### src/rtl/core/rwcp_pkg.sv
// ----------------------------------------------------------------------------
// RIFF/WAVE chunk parser package
// Shared types, tag constants and an offset helper for the byte-serial header walker.
// ----------------------------------------------------------------------------
package rwcp_pkg;

    localparam int OFFSET_WIDTH = 32;

    localparam logic [31:0] TAG_RIFF = 32'h4646_4952;
    localparam logic [31:0] TAG_WAVE = 32'h4556_4157;
    localparam logic [31:0] TAG_FMT  = 32'h2074_6D66;
    localparam logic [31:0] TAG_DATA = 32'h6174_6164;
    localparam logic [31:0] FMT_MIN  = 32'd14;

    typedef enum logic [2:0] {
        PH_RIFF = 3'd0,
        PH_RLEN = 3'd1,
        PH_WAVE = 3'd2,
        PH_CTAG = 3'd3,
        PH_CLEN = 3'd4,
        PH_SKIP = 3'd5,
        PH_IDLE = 3'd6
    } phase_t;

    typedef enum logic [2:0] {
        ST_OK            = 3'd0,
        ST_NOT_RIFF      = 3'd1,
        ST_NOT_WAVE      = 3'd2,
        ST_FMT_SHORT     = 3'd3,
        ST_CHUNK_MISSING = 3'd4,
        ST_TRUNCATED     = 3'd5
    } status_t;

    typedef struct packed {
        logic [7:0] file_byte;
        logic       last_byte;
    } feed_t;

    typedef struct packed {
        status_t     status;
        logic [31:0] format_offset;
        logic [31:0] data_offset;
        logic [31:0] data_length;
    } report_t;

    typedef struct packed {
        logic    hit;
        report_t item;
    } step_out_t;

    // Keeps the low OFFSET_WIDTH bits of a byte count, zero extended.
    function automatic logic [31:0] offset_of(input logic [32:0] pos);
        logic [31:0] r;
        r = '0;
        r[OFFSET_WIDTH-1:0] = pos[OFFSET_WIDTH-1:0];
        return r;
    endfunction

endpackage

### src/rtl/core/rwcp_walker.sv
// ----------------------------------------------------------------------------
// RIFF/WAVE chunk walker
// Holds the parse state and consumes one registered byte per step.
// ----------------------------------------------------------------------------
module rwcp_walker (
    input  logic                 clk,
    input  logic                 rst_n,
    input  logic                 step,
    input  rwcp_pkg::feed_t      feed,
    output rwcp_pkg::step_out_t  result
);
    import rwcp_pkg::*;

    phase_t      phase_reg,         phase_next;
    logic [23:0] field_shift_reg,   field_shift_next;
    logic [1:0]  byte_in_field_reg, byte_in_field_next;
    logic [32:0] position_reg,      position_next;
    logic [32:0] walk_end_reg,      walk_end_next;
    logic [31:0] chunk_tag_reg,     chunk_tag_next;
    logic [32:0] skip_left_reg,     skip_left_next;
    logic        format_found_reg,  format_found_next;
    logic [31:0] format_at_reg,     format_at_next;
    logic [31:0] data_at_reg,       data_at_next;
    logic [31:0] data_size_reg,     data_size_next;

    logic [32:0] pos;
    logic        header_late;
    logic [31:0] word;
    logic [32:0] skip_len;
    logic [32:0] skip_dec;
    logic        have;
    status_t     status;

    assign pos         = (position_reg == '1) ? position_reg : position_reg + 33'd1;
    assign header_late = (pos >= walk_end_reg);
    assign word        = {feed.file_byte, field_shift_reg};
    assign skip_len    = ({1'b0, word} + 33'd1) & ~33'd1;
    assign skip_dec    = (skip_left_reg != '0) ? skip_left_reg - 33'd1 : skip_left_reg;

    always_ff @(posedge clk or negedge rst_n)
    begin
        if (!rst_n)
        begin
            phase_reg         <= PH_RIFF;
            field_shift_reg   <= '0;
            byte_in_field_reg <= '0;
            position_reg      <= '0;
            walk_end_reg      <= '0;
            chunk_tag_reg     <= '0;
            skip_left_reg     <= '0;
            format_found_reg  <= 1'b0;
            format_at_reg     <= '0;
            data_at_reg       <= '0;
            data_size_reg     <= '0;
        end
        else
        begin
            phase_reg         <= phase_next;
            field_shift_reg   <= field_shift_next;
            byte_in_field_reg <= byte_in_field_next;
            position_reg      <= position_next;
            walk_end_reg      <= walk_end_next;
            chunk_tag_reg     <= chunk_tag_next;
            skip_left_reg     <= skip_left_next;
            format_found_reg  <= format_found_next;
            format_at_reg     <= format_at_next;
            data_at_reg       <= data_at_next;
            data_size_reg     <= data_size_next;
        end
    end

    always_comb
    begin
        phase_next         = phase_reg;
        field_shift_next   = field_shift_reg;
        byte_in_field_next = byte_in_field_reg;
        position_next      = position_reg;
        walk_end_next      = walk_end_reg;
        chunk_tag_next     = chunk_tag_reg;
        skip_left_next     = skip_left_reg;
        format_found_next  = format_found_reg;
        format_at_next     = format_at_reg;
        data_at_next       = data_at_reg;
        data_size_next     = data_size_reg;
        have               = 1'b0;
        status             = ST_OK;

        if (step)
        begin
            position_next = pos;
            unique case (phase_reg)
                PH_IDLE:
                begin
                end
                PH_SKIP:
                begin
                    skip_left_next = skip_dec;
                    if (skip_dec == '0)
                    begin
                        if (header_late)
                        begin
                            have   = 1'b1;
                            status = ST_CHUNK_MISSING;
                        end
                        else
                        begin
                            phase_next = PH_CTAG;
                        end
                    end
                end
                PH_RIFF, PH_RLEN, PH_WAVE, PH_CTAG, PH_CLEN:
                begin
                    byte_in_field_next = byte_in_field_reg + 2'd1;
                    if (byte_in_field_reg != 2'd3)
                    begin
                        field_shift_next[{byte_in_field_reg, 3'b000} +: 8] = feed.file_byte;
                    end
                    else
                    begin
                        field_shift_next = '0;
                        unique case (phase_reg)
                            PH_RIFF:
                            begin
                                if (word != TAG_RIFF)
                                begin
                                    have   = 1'b1;
                                    status = ST_NOT_RIFF;
                                end
                                else
                                begin
                                    phase_next = PH_RLEN;
                                end
                            end
                            PH_RLEN:
                            begin
                                walk_end_next = {1'b0, word} + 33'd8;
                                phase_next    = PH_WAVE;
                            end
                            PH_WAVE:
                            begin
                                if (word != TAG_WAVE)
                                begin
                                    have   = 1'b1;
                                    status = ST_NOT_WAVE;
                                end
                                else if (header_late)
                                begin
                                    have   = 1'b1;
                                    status = ST_CHUNK_MISSING;
                                end
                                else
                                begin
                                    phase_next = PH_CTAG;
                                end
                            end
                            PH_CTAG:
                            begin
                                chunk_tag_next = word;
                                phase_next     = PH_CLEN;
                            end
                            default:
                            begin
                                if (chunk_tag_reg == TAG_FMT && !format_found_reg)
                                begin
                                    if (word < FMT_MIN)
                                    begin
                                        have   = 1'b1;
                                        status = ST_FMT_SHORT;
                                    end
                                    else
                                    begin
                                        format_found_next = 1'b1;
                                        format_at_next    = offset_of(pos);
                                        if (data_at_reg != '0 && data_size_reg != '0)
                                        begin
                                            have   = 1'b1;
                                            status = ST_OK;
                                        end
                                    end
                                end
                                else if (chunk_tag_reg == TAG_DATA &&
                                         (data_at_reg == '0 || data_size_reg == '0))
                                begin
                                    data_at_next   = offset_of(pos);
                                    data_size_next = word;
                                    if (format_found_reg)
                                    begin
                                        have   = 1'b1;
                                        status = ST_OK;
                                    end
                                end
                                if (!have)
                                begin
                                    skip_left_next = skip_len;
                                    if (skip_len == '0)
                                    begin
                                        if (header_late)
                                        begin
                                            have   = 1'b1;
                                            status = ST_CHUNK_MISSING;
                                        end
                                        else
                                        begin
                                            phase_next = PH_CTAG;
                                        end
                                    end
                                    else
                                    begin
                                        phase_next = PH_SKIP;
                                    end
                                end
                            end
                        endcase
                    end
                end
                default:
                begin
                end
            endcase

            if (!have && feed.last_byte && phase_reg != PH_IDLE)
            begin
                have   = 1'b1;
                status = ST_TRUNCATED;
            end
            if (have)
            begin
                phase_next = PH_IDLE;
            end
        end

        result.hit                = step && have;
        result.item.status        = status;
        result.item.format_offset = (status == ST_OK) ? format_at_next : '0;
        result.item.data_offset   = (status == ST_OK) ? data_at_next : '0;
        result.item.data_length   = (status == ST_OK) ? data_size_next : '0;

        // The final byte always leaves the walker ready for the next file.
        if (step && feed.last_byte)
        begin
            phase_next         = PH_RIFF;
            field_shift_next   = '0;
            byte_in_field_next = '0;
            position_next      = '0;
            walk_end_next      = '0;
            chunk_tag_next     = '0;
            skip_left_next     = '0;
            format_found_next  = 1'b0;
            format_at_next     = '0;
            data_at_next       = '0;
            data_size_next     = '0;
        end
    end

    a_hit_goes_idle: assert property (@(posedge clk) disable iff (!rst_n)
        step && result.hit && !feed.last_byte |=> phase_reg == PH_IDLE)
        else $error("walker did not go idle after a result");

    a_last_restarts: assert property (@(posedge clk) disable iff (!rst_n)
        step && feed.last_byte |=> phase_reg == PH_RIFF && position_reg == '0)
        else $error("walker did not restart after the final byte");

    a_skip_nonzero: assert property (@(posedge clk) disable iff (!rst_n)
        phase_reg == PH_SKIP |-> skip_left_reg != '0)
        else $error("skip phase entered with nothing to skip");

    a_ok_has_fmt: assert property (@(posedge clk) disable iff (!rst_n)
        result.hit && result.item.status == ST_OK |-> format_found_next || feed.last_byte)
        else $error("ok result without a fmt chunk");

endmodule

### src/rtl/core/riff_wave_chunk_parser.sv
// A byte is held in the input register; its result is captured in the result register.
// Throughput: one byte per cycle, the walker stepping from the input register.
// A result waiting in the output register stalls the walker only when it is not taken.
// Reset (rst_n, asynchronous, active low) empties both registers and restarts the
// walker at the RIFF tag; the final-byte marker also restarts it for the next file.
// ----------------------------------------------------------------------------
// RIFF/WAVE chunk parser
// Byte-serial wave header walker with an input register and a result register.
// ----------------------------------------------------------------------------
module riff_wave_chunk_parser (
    input  logic              clk,
    input  logic              rst_n,
    input  logic              feed_valid,
    output logic              feed_ready,
    input  rwcp_pkg::feed_t   feed,
    output logic              report_valid,
    input  logic              report_ready,
    output rwcp_pkg::report_t report
);
    import rwcp_pkg::*;

    logic      in_valid_reg;
    feed_t     in_item_reg;
    logic      out_valid_reg;
    report_t   out_item_reg;
    logic      advance;
    step_out_t step_res;

    // The walker steps when the result slot is free or is being emptied now.
    assign advance    = in_valid_reg && (!out_valid_reg || report_ready);
    assign feed_ready = !in_valid_reg || advance;

    rwcp_walker u_walker (
        .clk    (clk),
        .rst_n  (rst_n),
        .step   (advance),
        .feed   (in_item_reg),
        .result (step_res)
    );

    always_ff @(posedge clk or negedge rst_n)
    begin
        if (!rst_n)
        begin
            in_valid_reg  <= 1'b0;
            out_valid_reg <= 1'b0;
        end
        else
        begin
            if (feed_ready)
            begin
                in_valid_reg <= feed_valid;
            end
            if (advance && step_res.hit)
            begin
                out_valid_reg <= 1'b1;
            end
            else if (report_ready)
            begin
                out_valid_reg <= 1'b0;
            end
        end
    end

    always_ff @(posedge clk)
    begin
        if (feed_valid && feed_ready)
        begin
            in_item_reg <= feed;
        end
        if (advance && step_res.hit)
        begin
            out_item_reg <= step_res.item;
        end
    end

    assign report_valid = out_valid_reg;
    assign report       = out_item_reg;

    a_no_overwrite: assert property (@(posedge clk) disable iff (!rst_n)
        out_valid_reg && !report_ready |=> !$past(step_res.hit && advance))
        else $error("pending result overwritten");

endmodule
### config.mk
export PLATFORM = sky130hd
export DESIGN_NAME = riff_wave_chunk_parser
export DESIGN_NICKNAME = d
export VERILOG_FILES = /design/src/rtl/core/rwcp_pkg.sv /design/src/rtl/core/rwcp_walker.sv /design/src/rtl/core/riff_wave_chunk_parser.sv
export SDC_FILE = /design/constraint.sdc
export NUM_CORES = 1
export LEC_CHECK = 0
export BUFFER_PORTS_ARGS = -buffer_cell sky130_fd_sc_hd__buf_4
export CORE_MARGIN = 3
export CORE_UTILIZATION = 25
export DETAILED_ROUTE_END_ITERATION = 12
export SLEW_MARGIN = 20
export SYNTH_ARGS = -nofsm -noshare
export SYNTH_HDL_FRONTEND = slang
export SYNTH_SLANG_ARGS = --single-unit
### constraint.sdc
create_clock -name clk -period 10.5 [get_ports clk]
set_input_delay 2.1 -clock clk [delete_from_list [all_inputs] [get_ports clk]]
set_output_delay 2.1 -clock clk [all_outputs]
set_load 0.01 [all_outputs]
==> flow_summary.ini <==
[setup_path]
r2r-start = u_walker.position_reg[18]
cp_data_required_time_ps = 10770
endpoint_kind = flip-flop
rr_worst_depth = 20
critPathKind = flip-flop to flip-flop
crit_path_top_delay_cell = buf_4
crit_path_cell_trace = and4_1, nand4_1, nor4_1, nand2_1, and4_1, and2_1, and3_1, xor2_1, ha_1, nand4_1, a31oi_1, a2111oi_0, o21ai_0, a211oi_1, nor4_1, o211ai_1, a21boi_1, o211ai_4, buf_4, nor2_1
critPathBufInv = 1
r2r-end = report[70]
critPathLaunchType = flip-flop
cpPeakStageDelay_ps = 770
path_max_fanout = 79
rrSetupSlack_ps = 3520
path_delay_family = simple AND/OR/NAND/NOR gates
arrival_ps = 7250

[clocking]
clk_latency_ps = 560
holdBufCountCts = 0
post_cts_buffers = 0
cts_resized = 0
cts_buffer_depth = 3
clkTransAtPathRegs_ps = 60
cts.sinks = 367
cts_buffers = 40
cts_tree = built
cts-root-buf = clkbuf_16
cts-htree-levels = 2

[die]
start_util_pct = 25.3
rows = 100
die-area_um2 = 78900
die_h_um = 281
num_io_pins = 114
fp.dieW_um = 281
coreArea_um2 = 74600

[timing]
fin_crit_sh_pct = 66.5
tns_ps = 0
finalHoldViolCount = 0
slew_headroom_pct = 22.5
rsz0062_at_grt = false
period_minus_slack_ps = 6980
timing.final.max_slew_violations = 0
skew_ps = 18.0
setup_viol = 0
clock.fmax_ghz = 0.143
worst_pin_slew_ps = 1160

[place]
port_buffers = 113
place_congestion = 0.911
hpwl_um = 38000

[global_routing]
grt_pass1_vias = 14500
grt_max_degree = 126
grt_overflow = 0
grt_antenna_before_repair = 0
grt_usage_pct = 13.8
grt_pass1_wl_um = 86800

[yosys]
synth_edf_count = 108
synth_ff_type = dfrtp_1
syn-instance-count = 1992
synth-seq-cells = 367
ys_warn_count = 0
syn-mean-instance-area_um2 = 9.48
ys_seq_area_share_pct = 51.5
synth_async_sr_flop_share_pct = 70.6
synth.distinct_cells = 68
syn_nets = 2047
synth_area_um2 = 18900

[routing]
vias = 15100
wl_um = 55400
vias_per_cell = 4.97
post_drt_wl_per_cell_um = 18.3
drtPass1Iterations = 6
drc = 0
drtAntennaViolNets = 0
drt_iter0_markers = 1183

[final_layout]
fin_util_pct = 29.3
final_cell_mix = nor2_1 (320), dfrtp_1 (259), nand2_1 (211)
n_antenna_cell = 0
fill_cells = 7858
drive_gt1_share_pct = 10.6
nNetsFinal = 2083
area_growth_pct = 15.8
largest_reg_flops = 99
final_common_cell = nor2_1

[pwr]
comb_power_share_pct = 29.3
power.net_switching_mw = 1.70
seqPwrFrac_pct = 40.4
total_power_mw = 4.59
swShare_pct = 37.0
power_density_nw_per_um2 = 210
peakVddDrop_v = 0.000112
internal_power_mw = 2.89
power.share.clock_pct = 30.3
p_leak_nw = 9.35

[hold_path]
hold_end = u_walker.chunk_tag_reg[25]
hold_class = flip-flop to flip-flop
holdPathStages = 2
min_from = u_walker.chunk_tag_reg[25]

[status]
status = complete, no violations

[job]
drv_cap = 0
==> per-layer routing <==
layer / wire length (um) / up-vias / GRT usage [%]
li1: - / 7139 / -
met1: 25800 / 7386 / 19.5
met2: 25300 / 454 / 22.1
met3: 3130 / 83 / 2.23
met4: 1140 / 0 / 3.22
met5: 0 / - / 0
==> layout make-up <==
type / instances / area [um^2] / area share [%]
Multi-Input combinational cell: 1425 / 8410 / 38.5
Clock inverter: 19 / 179 / 0.818
Sequential cell: 367 / 9720 / 44.5
Inverter: 60 / 228 / 1.04
Timing Repair Buffer: 134 / 1010 / 4.64
Tap cell: 969 / 1210 / 5.55
Clock buffer: 55 / 1100 / 5.02
==> synthesized netlist by cell type, drive strengths merged (5+ instances only) <==
cell | instances | share of area [%]
a211o | 5 | 0.23
a211oi | 5 | 0.20
a21oi | 75 | 2.0
a22o | 40 | 1.9
a22oi | 7 | 0.28
a31oi | 8 | 0.27
and2 | 12 | 0.40
and3 | 16 | 0.53
and4 | 9 | 0.42
buf | 27 | 0.79
clkbuf | 113 | 2.2
dfrtp | 259 | 34
edfxtp | 108 | 17
ha | 42 | 2.8
inv | 60 | 1.2
mux2i | 73 | 3.9
nand2 | 212 | 4.2
nand2b | 7 | 0.23
nand3 | 43 | 1.1
nand3b | 5 | 0.20
nand4 | 44 | 1.5
nor2 | 320 | 6.4
nor3 | 49 | 1.3
nor4 | 52 | 1.8
nor4b | 7 | 0.32
o2111ai | 7 | 0.32
o21a | 7 | 0.28
o21ai | 154 | 4.1
o22ai | 9 | 0.30
o2bb2ai | 14 | 0.65
o31ai | 18 | 0.72
or2 | 12 | 0.40
or3 | 22 | 0.73
or4 | 12 | 0.48
xnor2 | 60 | 2.8
xor2 | 34 | 1.6
==> how the worst max path moves through the flow <==
stage	start	end	slack [ps]	depth (start not counted)
floorplan	u_walker.position_reg[18]	report[0]	4110	21
global placement	u_walker.position_reg[18]	report[22]	3670	20
detailed placement	u_walker.position_reg[18]	report[78]	3530	20
CTS	u_walker.position_reg[18]	report[31]	3500	20
global route	u_walker.position_reg[18]	report[70]	2820	20
finish	u_walker.position_reg[18]	report[70]	3520	20
==> tightest hold or removal path, stage by stage, from the launching register on <==
cell and delay [ps]:
dfrtp_1 340, nand2_1 40, o21ai_0 60
==> power by group through the flow <==
stage | clock, mW | combinational, mW | sequential (mW)
after global placement | 0 | 1.32 | 1.88
after floorplan | 0 | 0.981 | 1.78
final | 1.39 | 1.35 | 1.86
after CTS | 1.42 | 1.33 | 1.85
after global routing | 1.48 | 1.50 | 1.88
after detailed placement | 0 | 1.33 | 1.88
==> stage by stage <==
step	worst slack, ps	instances	instance area [um^2]	hold slack [ps]
after floorplan	4110	1992	18900	441
after global placement	3670	2955	20600	454
after detailed placement	3530	2955	20600	462
after CTS	3500	3029	21900	475
after global routing	2820	3029	21900	494
final	3520	3029	21900	473
==> cell families (layout without fill, tap and decap cells) <==
logic type / after synthesis / in the layout / share of synthesized area, %
flops: 367 / 367 / 51.5
simple gates: 838 / 838 / 20.7
buf+inv: 200 / 268 / 4.23
compound gates: 378 / 378 / 12.6
fa+ha+maj: 42 / 42 / 2.78
xor+xnor: 94 / 94 / 4.36
mux: 73 / 73 / 3.87
Power figures use the tool's default switching activity.
